File: src/rtl/bbo_pkg.sv
// Bounding box border overlay: shared types, opcodes and field widths.
// No dependencies; used by every module of the block.
package bbo_pkg;

    localparam int OPC_W   = 2;
    localparam int SLOT_W  = 3;
    localparam int FRAC_W  = 16;
    localparam int PIX_W   = 11;
    localparam int LUMA_W  = 8;
    // Edge coordinates hold frame sizes up to 4096 and unclamped right/bottom
    localparam int COORD_W = 13;
    localparam int SCALE_SHIFT = FRAC_W + 1;

    localparam logic [LUMA_W-1:0] LUMA_MAX = 8'd255;

    typedef enum logic [OPC_W-1:0] {
        OP_CLEAR = 2'd0,
        OP_LOAD  = 2'd1,
        OP_PIXEL = 2'd2
    } opcode_t;

    typedef struct packed {
        logic [COORD_W-1:0] left;
        logic [COORD_W-1:0] top;
        logic [COORD_W-1:0] right;
        logic [COORD_W-1:0] bottom;
    } edge_set_t;

    // Update issued to the box table when an item leaves the input register
    typedef struct packed {
        logic              clr;
        logic              load;
        logic [SLOT_W-1:0] slot;
        edge_set_t         edges;
    } table_wr_t;

endpackage

File: src/rtl/bounding_box_border_overlay.sv
// Top level of the bounding box border overlay: input register, box table,
// per-box border compares and result register. Depends on bbo_pkg and all bbo_ modules.
//
//  Channel | Handshake          | Payload
//  --------+--------------------+----------------------------------------------
//  in      | in_valid, in_stall | opcode, box_slot, center_x/y, box_w/h,
//          |                    | pixel_col, pixel_row, luma_in
//  out     | out_valid,out_stall| luma_out, on_border
//
// One item per clock sustained unless a stalled result holds back a pixel.
// Latency is the input register plus the result register; the edge multiplies and
// the parallel box compares sit between them.
// Reset clears all box valid bits and both stage valids; stored edges are not reset.
// A stalled result holds the pixel stage, which then stalls the input; box loads
// and clears still drain while a result waits.
module bounding_box_border_overlay #(
    parameter int FRAME_WIDTH    = 1920,
    parameter int FRAME_HEIGHT   = 1080,
    parameter int MAX_BOXES      = 8,
    parameter int HALF_THICKNESS = 2
) (
    input  logic                         clk,
    input  logic                         rst_n,
    input  logic                         in_valid,
    output logic                         in_stall,
    input  logic [bbo_pkg::OPC_W-1:0]    opcode,
    input  logic [bbo_pkg::SLOT_W-1:0]   box_slot,
    input  logic [bbo_pkg::FRAC_W-1:0]   center_x,
    input  logic [bbo_pkg::FRAC_W-1:0]   center_y,
    input  logic [bbo_pkg::FRAC_W-1:0]   box_w,
    input  logic [bbo_pkg::FRAC_W-1:0]   box_h,
    input  logic [bbo_pkg::PIX_W-1:0]    pixel_col,
    input  logic [bbo_pkg::PIX_W-1:0]    pixel_row,
    input  logic [bbo_pkg::LUMA_W-1:0]   luma_in,
    output logic                         out_valid,
    input  logic                         out_stall,
    output logic [bbo_pkg::LUMA_W-1:0]   luma_out,
    output logic                         on_border
);

    localparam int CW = bbo_pkg::COORD_W;

    // Input register
    logic                         s1_valid_reg, s1_valid_next;
    logic [bbo_pkg::OPC_W-1:0]    op_reg;
    logic [bbo_pkg::SLOT_W-1:0]   slot_reg;
    logic [bbo_pkg::FRAC_W-1:0]   cx_reg, cy_reg, bw_reg, bh_reg;
    logic [bbo_pkg::PIX_W-1:0]    col_reg, row_reg;
    logic [bbo_pkg::LUMA_W-1:0]   luma_reg;

    // Result register
    logic                         out_valid_reg, out_valid_next;
    logic [bbo_pkg::LUMA_W-1:0]   luma_out_reg;
    logic                         on_border_reg;

    logic                         accept, s1_fire, is_pixel;
    bbo_pkg::edge_set_t           new_edges;
    bbo_pkg::table_wr_t           tbl_wr;
    logic [MAX_BOXES-1:0]         box_valid;
    bbo_pkg::edge_set_t [MAX_BOXES-1:0] box_edges;
    logic [MAX_BOXES-1:0]         hit_vec;
    logic [CW-1:0]                col_ext, row_ext;
    logic                         in_frame, hit;

    assign is_pixel = (op_reg == bbo_pkg::OP_PIXEL);
    assign s1_fire  = s1_valid_reg && (!is_pixel || !out_valid_reg || !out_stall);
    assign in_stall = s1_valid_reg && !s1_fire;
    assign accept   = in_valid && !in_stall;

    always_comb
    begin
        s1_valid_next = s1_valid_reg;
        if (accept)
            s1_valid_next = 1'b1;
        else if (s1_fire)
            s1_valid_next = 1'b0;
    end

    always_ff @(posedge clk or negedge rst_n)
    begin
        if (!rst_n)
            s1_valid_reg <= 1'b0;
        else
            s1_valid_reg <= s1_valid_next;
    end

    always_ff @(posedge clk)
    begin
        if (accept)
        begin
            op_reg   <= opcode;
            slot_reg <= box_slot;
            cx_reg   <= center_x;
            cy_reg   <= center_y;
            bw_reg   <= box_w;
            bh_reg   <= box_h;
            col_reg  <= pixel_col;
            row_reg  <= pixel_row;
            luma_reg <= luma_in;
        end
    end

    bbo_edge_calc #(
        .FRAME_WIDTH    (FRAME_WIDTH),
        .FRAME_HEIGHT   (FRAME_HEIGHT),
        .HALF_THICKNESS (HALF_THICKNESS)
    ) u_edge_calc (
        .center_x (cx_reg),
        .center_y (cy_reg),
        .box_w    (bw_reg),
        .box_h    (bh_reg),
        .edges    (new_edges)
    );

    // Table updates land at the same edge the next item enters, so it sees them
    always_comb
    begin
        tbl_wr.clr   = s1_fire && (op_reg == bbo_pkg::OP_CLEAR);
        tbl_wr.load  = s1_fire && (op_reg == bbo_pkg::OP_LOAD);
        tbl_wr.slot  = slot_reg;
        tbl_wr.edges = new_edges;
    end

    bbo_box_table #(
        .MAX_BOXES (MAX_BOXES)
    ) u_box_table (
        .clk       (clk),
        .rst_n     (rst_n),
        .wr        (tbl_wr),
        .box_valid (box_valid),
        .box_edges (box_edges)
    );

    assign col_ext = CW'(col_reg);
    assign row_ext = CW'(row_reg);

    for (genvar i = 0; i < MAX_BOXES; i++)
    begin : g_box
        bbo_border_hit #(
            .HALF_THICKNESS (HALF_THICKNESS)
        ) u_border_hit (
            .box_valid (box_valid[i]),
            .box_edges (box_edges[i]),
            .col       (col_ext),
            .row       (row_ext),
            .hit       (hit_vec[i])
        );
    end

    // Off-frame pixels never take a border
    assign in_frame = (col_ext < CW'(FRAME_WIDTH)) && (row_ext < CW'(FRAME_HEIGHT));
    assign hit      = in_frame && (|hit_vec);

    always_comb
    begin
        out_valid_next = out_valid_reg;
        if (s1_fire && is_pixel)
            out_valid_next = 1'b1;
        else if (!out_stall)
            out_valid_next = 1'b0;
    end

    always_ff @(posedge clk or negedge rst_n)
    begin
        if (!rst_n)
            out_valid_reg <= 1'b0;
        else
            out_valid_reg <= out_valid_next;
    end

    always_ff @(posedge clk)
    begin
        if (s1_fire && is_pixel)
        begin
            luma_out_reg  <= hit ? bbo_pkg::LUMA_MAX : luma_reg;
            on_border_reg <= hit;
        end
    end

    assign out_valid = out_valid_reg;
    assign luma_out  = luma_out_reg;
    assign on_border = on_border_reg;

endmodule

File: src/rtl/bbo_edge_calc.sv
// Converts a box centre and size (Q0.16 fractions) into clamped pixel edges.
// Depends on bbo_pkg.
module bbo_edge_calc #(
    parameter int FRAME_WIDTH    = 1920,
    parameter int FRAME_HEIGHT   = 1080,
    parameter int HALF_THICKNESS = 2
) (
    input  logic [bbo_pkg::FRAC_W-1:0] center_x,
    input  logic [bbo_pkg::FRAC_W-1:0] center_y,
    input  logic [bbo_pkg::FRAC_W-1:0] box_w,
    input  logic [bbo_pkg::FRAC_W-1:0] box_h,
    output bbo_pkg::edge_set_t         edges
);

    localparam int SUM_W  = bbo_pkg::FRAC_W + 2;
    localparam int PROD_W = SUM_W + bbo_pkg::COORD_W;
    localparam int Q_W    = PROD_W - bbo_pkg::SCALE_SHIFT;
    localparam int CW     = bbo_pkg::COORD_W;

    localparam logic [Q_W-1:0] THICK = Q_W'(HALF_THICKNESS);
    localparam logic [Q_W-1:0] X_MAX = Q_W'(FRAME_WIDTH - HALF_THICKNESS);
    localparam logic [Q_W-1:0] Y_MAX = Q_W'(FRAME_HEIGHT - HALF_THICKNESS);

    // floor(sum * span / 2^17)
    function automatic logic [Q_W-1:0] scale(input logic [SUM_W-1:0] sum,
                                             input logic [CW-1:0] span);
        logic [PROD_W-1:0] prod;
        begin
            prod = PROD_W'(sum) * PROD_W'(span);
            scale = prod[PROD_W-1:bbo_pkg::SCALE_SHIFT];
        end
    endfunction

    logic [SUM_W-1:0] twice_x, twice_y;
    logic [SUM_W-1:0] lo_x, lo_y, hi_x, hi_y;
    logic             neg_x, neg_y;
    logic [Q_W-1:0]   left_q, top_q, right_q, bottom_q;

    always_comb
    begin
        twice_x = {1'b0, center_x, 1'b0};
        twice_y = {1'b0, center_y, 1'b0};
        neg_x   = twice_x < SUM_W'(box_w);
        neg_y   = twice_y < SUM_W'(box_h);
        lo_x    = twice_x - SUM_W'(box_w);
        lo_y    = twice_y - SUM_W'(box_h);
        hi_x    = twice_x + SUM_W'(box_w);
        hi_y    = twice_y + SUM_W'(box_h);

        left_q   = scale(lo_x, CW'(FRAME_WIDTH));
        top_q    = scale(lo_y, CW'(FRAME_HEIGHT));
        right_q  = scale(hi_x, CW'(FRAME_WIDTH));
        bottom_q = scale(hi_y, CW'(FRAME_HEIGHT));

        // A negative start clamps to the border half-width as well
        if (neg_x || left_q < THICK)
            left_q = THICK;
        if (neg_y || top_q < THICK)
            top_q = THICK;
        if (right_q > X_MAX)
            right_q = X_MAX;
        if (bottom_q > Y_MAX)
            bottom_q = Y_MAX;

        edges.left   = left_q[CW-1:0];
        edges.top    = top_q[CW-1:0];
        edges.right  = right_q[CW-1:0];
        edges.bottom = bottom_q[CW-1:0];
    end

endmodule

File: src/rtl/bbo_box_table.sv
// Box table: edge registers per slot with a valid bit each.
// Depends on bbo_pkg.
module bbo_box_table #(
    parameter int MAX_BOXES = 8
) (
    input  logic                                 clk,
    input  logic                                 rst_n,
    input  bbo_pkg::table_wr_t                   wr,
    output logic [MAX_BOXES-1:0]                 box_valid,
    output bbo_pkg::edge_set_t [MAX_BOXES-1:0]   box_edges
);

    logic [MAX_BOXES-1:0]               valid_reg, valid_next;
    bbo_pkg::edge_set_t [MAX_BOXES-1:0] edges_reg, edges_next;

    always_comb
    begin
        valid_next = valid_reg;
        edges_next = edges_reg;
        for (int i = 0; i < MAX_BOXES; i++)
        begin
            if (wr.clr)
                valid_next[i] = 1'b0;
            // Slots beyond the table never match and are dropped
            if (wr.load && int'(wr.slot) == i)
            begin
                valid_next[i] = 1'b1;
                edges_next[i] = wr.edges;
            end
        end
    end

    always_ff @(posedge clk or negedge rst_n)
    begin
        if (!rst_n)
            valid_reg <= '0;
        else
            valid_reg <= valid_next;
    end

    always_ff @(posedge clk)
    begin
        edges_reg <= edges_next;
    end

    assign box_valid = valid_reg;
    assign box_edges = edges_reg;

endmodule

File: src/rtl/bbo_border_hit.sv
// Tests one pixel position against the border band of one stored box.
// Depends on bbo_pkg.
module bbo_border_hit #(
    parameter int HALF_THICKNESS = 2
) (
    input  logic                         box_valid,
    input  bbo_pkg::edge_set_t           box_edges,
    input  logic [bbo_pkg::COORD_W-1:0]  col,
    input  logic [bbo_pkg::COORD_W-1:0]  row,
    output logic                         hit
);

    localparam int HW = bbo_pkg::COORD_W + 1;
    localparam logic [HW-1:0] THICK = HW'(HALF_THICKNESS);

    // |a - e| <= T without signed arithmetic
    function automatic logic near(input logic [HW-1:0] a, input logic [HW-1:0] e);
        begin
            near = (a + THICK >= e) && (a <= e + THICK);
        end
    endfunction

    logic [HW-1:0] c, r, l, t, rt, b;
    logic          h_span, v_span, h_band, v_band;

    always_comb
    begin
        c  = HW'(col);
        r  = HW'(row);
        l  = HW'(box_edges.left);
        t  = HW'(box_edges.top);
        rt = HW'(box_edges.right);
        b  = HW'(box_edges.bottom);

        h_span = (c + THICK >= l) && (c < rt + THICK);
        v_span = (r >= t) && (r < b);
        h_band = h_span && (near(r, t) || near(r, b));
        v_band = v_span && (near(c, l) || near(c, rt));
        hit    = box_valid && (h_band || v_band);
    end

endmodule
File: config.mk
export PLATFORM = sky130hd
export DESIGN_NAME = bounding_box_border_overlay
export DESIGN_NICKNAME = d
export VERILOG_FILES = /design/src/rtl/bbo_pkg.sv /design/src/rtl/bounding_box_border_overlay.sv /design/src/rtl/bbo_edge_calc.sv /design/src/rtl/bbo_box_table.sv /design/src/rtl/bbo_border_hit.sv
export SDC_FILE = /design/constraint.sdc
export NUM_CORES = 2
export LEC_CHECK = 0
export BUFFER_PORTS_ARGS = -buffer_cell sky130_fd_sc_hd__buf_2
export CORE_MARGIN = 4
export CORE_UTILIZATION = 50
export CTS_CLUSTER_SIZE = 8
export DETAILED_ROUTE_END_ITERATION = 16
export GPL_TIMING_DRIVEN = 1
export HOLD_SLACK_MARGIN = 0.1
export PLACE_DENSITY = 0.77
export SYNTH_ARGS = -nofsm -noshare
export SYNTH_HDL_FRONTEND = slang
export SYNTH_SLANG_ARGS = --single-unit
File: constraint.sdc
create_clock -name clk -period 6.9 [get_ports clk]
set_input_delay 1.035 -clock clk [delete_from_list [all_inputs] [get_ports clk]]
set_output_delay 1.035 -clock clk [all_outputs]
set_load 0.03 [all_outputs]
-- After elaboration in Yosys (flattened, before gate mapping)
Cells that the tools add are included.
- register bits after elaboration: 534
- output and inout port bits: 11
- word-level logic and storage cells: 351
- add/subtract/negate cells: 38
- multiply operators: 4
- magnitude comparators: 96
- equality and inequality tests: 10
- mux-type cells: 17
- reduce and logical (&&, ||, !) cells: 133
- operator list (cell ; number):
    adder 13 x 2 -> 14 bit (second input constant) ; 32
    >= comparator 14 x 13 -> 1 bit ; 32
    less-or-equal comparator 11 x 14 -> 1 bit ; 32
    less-than comparator 11 x 14 -> 1 bit ; 8
    >= comparator 11 x 13 -> 1 bit ; 8
    less-than comparator 11 x 13 -> 1 bit ; 8
    logical AND 1 bit ; 88
    multiplier 18 x 8 -> 26 bit (second input constant) ; 2
    two-way mux 12 bit ; 4
    multiplier 18 x 4 -> 22 bit (second input constant) ; 2
    adder 17 x 16 -> 18 bit ; 2
    subtractor 17 x 16 -> 18 bit ; 2
    less-than comparator 17 x 16 -> 1 bit ; 2
    logical OR 1 bit ; 28
    adder 11 x 2 -> 12 bit (second input constant) ; 2
    > comparator 12 x 11 -> 1 bit (second input constant) ; 2
    less-than comparator 12 x 2 -> 1 bit (second input constant) ; 2
    less-than comparator 11 bit (second input constant) ; 2
    nonzero test 2 bit ; 9
    two-way mux 1 bit ; 13
    == test 3 bit (second input constant) ; 4
    OR reduction 8 bit ; 1
    == test 3 x 2 -> 1 bit (second input constant) ; 2
    zero test 1 bit ; 5
    other kinds (6) ; 6

-- Logic depth before layout (Yosys ltp)
- word-level depth: 10
- mapped depth: 28

-- By module
A second synthesis with hierarchy kept.
- cells, all modules: 6186
- area, all modules: 59005.3 um2
- by module, submodules not included (module ; instances ; cells an instance ; area each (um2)):
    bbo_border_hit (g_box[0].u_border_hit ...) ; 5 ; 533 ; 4010.1
    bbo_box_table ; 1 ; 455 ; 12858.6
    bbo_edge_calc ; 1 ; 1346 ; 10759.1
    bbo_border_hit (g_box[6].u_border_hit) ; 1 ; 529 ; 4000.1
    bbo_border_hit (g_box[3].u_border_hit) ; 1 ; 533 ; 3930.0
    bbo_border_hit (g_box[5].u_border_hit) ; 1 ; 522 ; 3930.0
    bounding_box_border_overlay ; 1 ; 136 ; 3477.1

-- Worst setup path after synthesis
Ideal clock, no wire load.
- path type: reg-to-reg
- start point: register bh_reg[0] in the netlist's numbering
- end point: register u_box_table.edges_reg (netlist bit u_box_table.box_edges[131]), data pin
- setup time: 0.220 ns
- arrival: 6.239 ns
- slack: 0.441 ns
- stages on the path, launching flop included: 25
- buffers on the path: 0
- period minus slack after synthesis: 6.459 ns
- path through: edfxtp_1 -> inv_1 -> fa_1 -> a211oi_1 -> o21ai_0 -> a21o_1 -> nor3b_1 -> o31a_1 -> o21a_1 -> nor2_1 -> xnor2_1 -> ha_1 -> fa_1 -> inv_1 -> fa_1 -> inv_1 -> ha_1 -> a21o_1 -> a21o_1 -> o21a_4 -> a21o_1 -> or4_4 -> a2111oi_4 -> maj3_4 -> o21bai_1
- RTL lines (element ; line ; source):
    start, declared ; bounding_box_border_overlay.sv:47 ; logic [bbo_pkg::FRAC_W-1:0] cx_reg, cy_reg, bw_reg, bh_reg;
    start signal, assigned ; bounding_box_border_overlay.sv:96 ; bh_reg <= box_h;
    end signal, assigned ; bbo_box_table.sv:43 ; edges_reg <= edges_next;
    end, declared ; bbo_box_table.sv:14 ; bbo_pkg::edge_set_t [MAX_BOXES-1:0] edges_reg, edges_next;

==> results.cfg <==
[placed_design]
dp.cells = 6810
gp_congestion = 0.9626
io_buffers = 113
post_dp_cell_area_sq_um = 54520
hpwl_mm = 109.8

[route]
drt-total-wl_mm = 147.7
viasPerCell = 5.978
dr.pass1.iters = 8
drt_iter0_markers = 3977
drc = 0
antenna_left = 0
vias = 41390
wire_per_inst_um = 21.33

[synthesis]
syn_area_sq_um = 51140
yosys-top-cells-count = ha_1, inv_1, edfxtp_1, xnor2_1, a21oi_1
yosys.area.top_type = edfxtp_1
synthTopCellsByArea = edfxtp_1, ha_1, xnor2_1
synth_edf_count = 492
synthFlopType = edfxtp_1
synth.most_common_cell = ha_1
synth_top_area_share_pct = 28.89
yosysWarnings = 0
avgSynthCellArea_sq_um = 9.817
synth-seq-area-share_pct = 29.38
async_reset_ff_share_pct = 1.992
synth_seq_cells = 502
syn_inst = 5209
synth_cell_type_count = 95

[critical_path]
critPathBufInv = 4
path_class = flop to flop
max_stage_delay_ns = 0.55
cp_data_arrival_time_ns = 7.10
critPathTopFamily = compound AO/OA/AOI/OAI gates
critical_path.startpoint_type = flop
crit_required_ns = 7.23
crit_path_top_delay_cell = fa_1
cp-end-kind = flop
cp_max_fo = 8

[sta]
tightest_slew_ns = 1.188
relSlewSlack_pct = 20.75
hold_ws_ns = 0.2827
fmax_mhz = 147.9
slew_violations = 0
rsz0062_at_grt = yes
min_period_over_period_pct = 97.99
skew_ns = 0.05558
hold_viol_final = 0
setup_violations = 0
period_minus_slack_ns = 6.761

[cts]
clk_pin_slew_ns = 0.05
clockBufferDepth = 3
cts_tree = done
clock_sink_count = 502
cts_max_level = 3
insertion_delay_ns = 0.66
cts_made_buffers = 75
root_buffer = clkbuf_16
hold_buffers = 0

[floorplanning]
ios = 114
die_area_sq_um = 107500
die_h_um = 327.8
rows = 117
start_util_pct = 50.34
core_sq_um = 101600
die_x_um = 327.8

[power]
power_density_nw_per_um2 = 367.3
ir_drop_mv = 0.3901
p_leak_nw = 26.11
power_mw = 20.95

[finish]
stdcell_area_sq_um = 57040
largest_reg_flops = 384
layout.nets = 6875
layout-drive-gt1-share_pct = 8.084
syn2layout_area_growth_pct = 11.54
final_cells = 6924

[global_route]
grt_pass1_wl_mm = 226.3
grt_pass1_vias = 40500
grt_antenna_before_repair = 3
grt_max_degree = 50
grt.overflow.total = 0
grtUsageTotal_pct = 26.97

[job]
drv_cap = 0

[outcome]
status = finished clean

[min_path]
hold_class = input pin to async pin
## repair_timing
item | CTS | global route
buffers inserted | 0 | 9
endpoints found under the hold margin | 0 | 0
setup endpoints to repair | 40 | 259
resized for setup | 5 | 54
pin swaps | 0 | 10
## logic make-up (layout without fill, tap and decap cells)
group	after synthesis	after routing	share of synthesized area, %
adder cells (fa/ha/maj)	1245	1245	32.25
AO/OA/AOI/OAI	1047	1047	13.39
buffers and inverters	779	1109	5.740
AND/OR/NAND/NOR	1228	1228	12.18
other	1	18	0.007333
multiplexers	22	22	0.4551
XOR/XNOR	385	385	6.594
flip-flops	502	502	29.38
## layer usage
| layer | routed length, um | GRT usage (%) | vias to the layer above |
|---|---|---|---|
| met4 | 7649 | 12.03 | 2 |
| met3 | 14630 | 5.105 | 434 |
| li1 | - | - | 19480 |
| met5 | 14 | 0 | - |
| met1 | 60960 | 35.99 | 19600 |
| met2 | 64460 | 42.77 | 1872 |
## placed cells by master, fill, tap and decap left out, types with 24 or more instances in the layout
cell type  count
nor2b_1       57
nor3_1        93
xnor2_1      316
o31ai_1       24
nor2_1       236
nor4_1        28
o21ai_0      204
nand2b_1      57
ha_1        1122
clkbuf_16     76
nand2_1      241
xor2_1        46
inv_1        757
and3_1        49
buf_4        134
a211oi_1      50
buf_2        113
fa_1         121
nand4_1      119
nand3_1      205
edfxtp_1     492
a31oi_1       26
o21bai_1      31
a21oi_1      296
o211ai_1      35
a21o_1       126
o21a_1        43
## cell type report
class,count,area (sq um)
multi-input combinational,3943,33670
fill,8567,44550
clock buffer,90,1954
sequential,502,15020
timing repair buffer,249,1603
antenna,2,5.005
inverter,757,2841
tap,1368,1712
clock inverter,13,226.5
## worst register-to-register path, cell delays in order, from the launching register on
cell and delay, ns:
edfxtp_1 0.40, inv_1 0.07, ha_1 0.37, o21a_1 0.22, o31a_1 0.13, o211a_1 0.27
o21ai_0 0.14, nor2b_2 0.18, o21bai_1 0.07, a21oi_1 0.18, xnor2_1 0.17, ha_1 0.30
fa_1 0.55, inv_1 0.06, fa_1 0.53, inv_1 0.05, ha_1 0.32, a21o_1 0.18
a21o_1 0.20, a31oi_4 0.17, a21oi_2 0.10, o21a_4 0.23, a2111oi_1 0.46, o21ai_1 0.16
a2111oi_4 0.38, maj3_4 0.33, buf_12 0.14, nor2_2 0.09
## metrics by stage
step	util, %	worst slack (ns)	setup TNS [ns]
floorplan	-	0.4408	0
CTS	55.83	0.01772	0
global placement	53.67	0.1742	0
finish	56.15	0.1386	0
global route	56.14	-0.1036	-4.633
detailed placement	53.67	-0.06288	-0.6576
## report_power, final
part           switching (mW)  total [mW]  internal, mW
registers               0.177        5.59          5.41
clock network            1.43        3.47          2.04
logic                    7.84        11.9          4.05
total                    9.45        20.9          11.5
## worst paths after layout
| path | endpoint | slack [ns] | cells after the start | start |
|---|---|---|---|---|
| max in group asynchronous | u_box_table.box_valid[1] | 6.36 | 1 | rst_n |
| max reg2reg | u_box_table.box_edges[340] | 0.14 | 27 | bh_reg[2] |
| min | s1_valid_reg | 0.28 | 1 | rst_n |
| max | u_box_table.box_edges[340] | 0.14 | 27 | bh_reg[2] |
| min reg2reg | u_box_table.box_valid[3] | 0.51 | 1 | u_box_table.box_valid[3] |
| min in group clk | u_box_table.box_valid[3] | 0.51 | 1 | u_box_table.box_valid[3] |
Power figures use the tool's default switching activity.
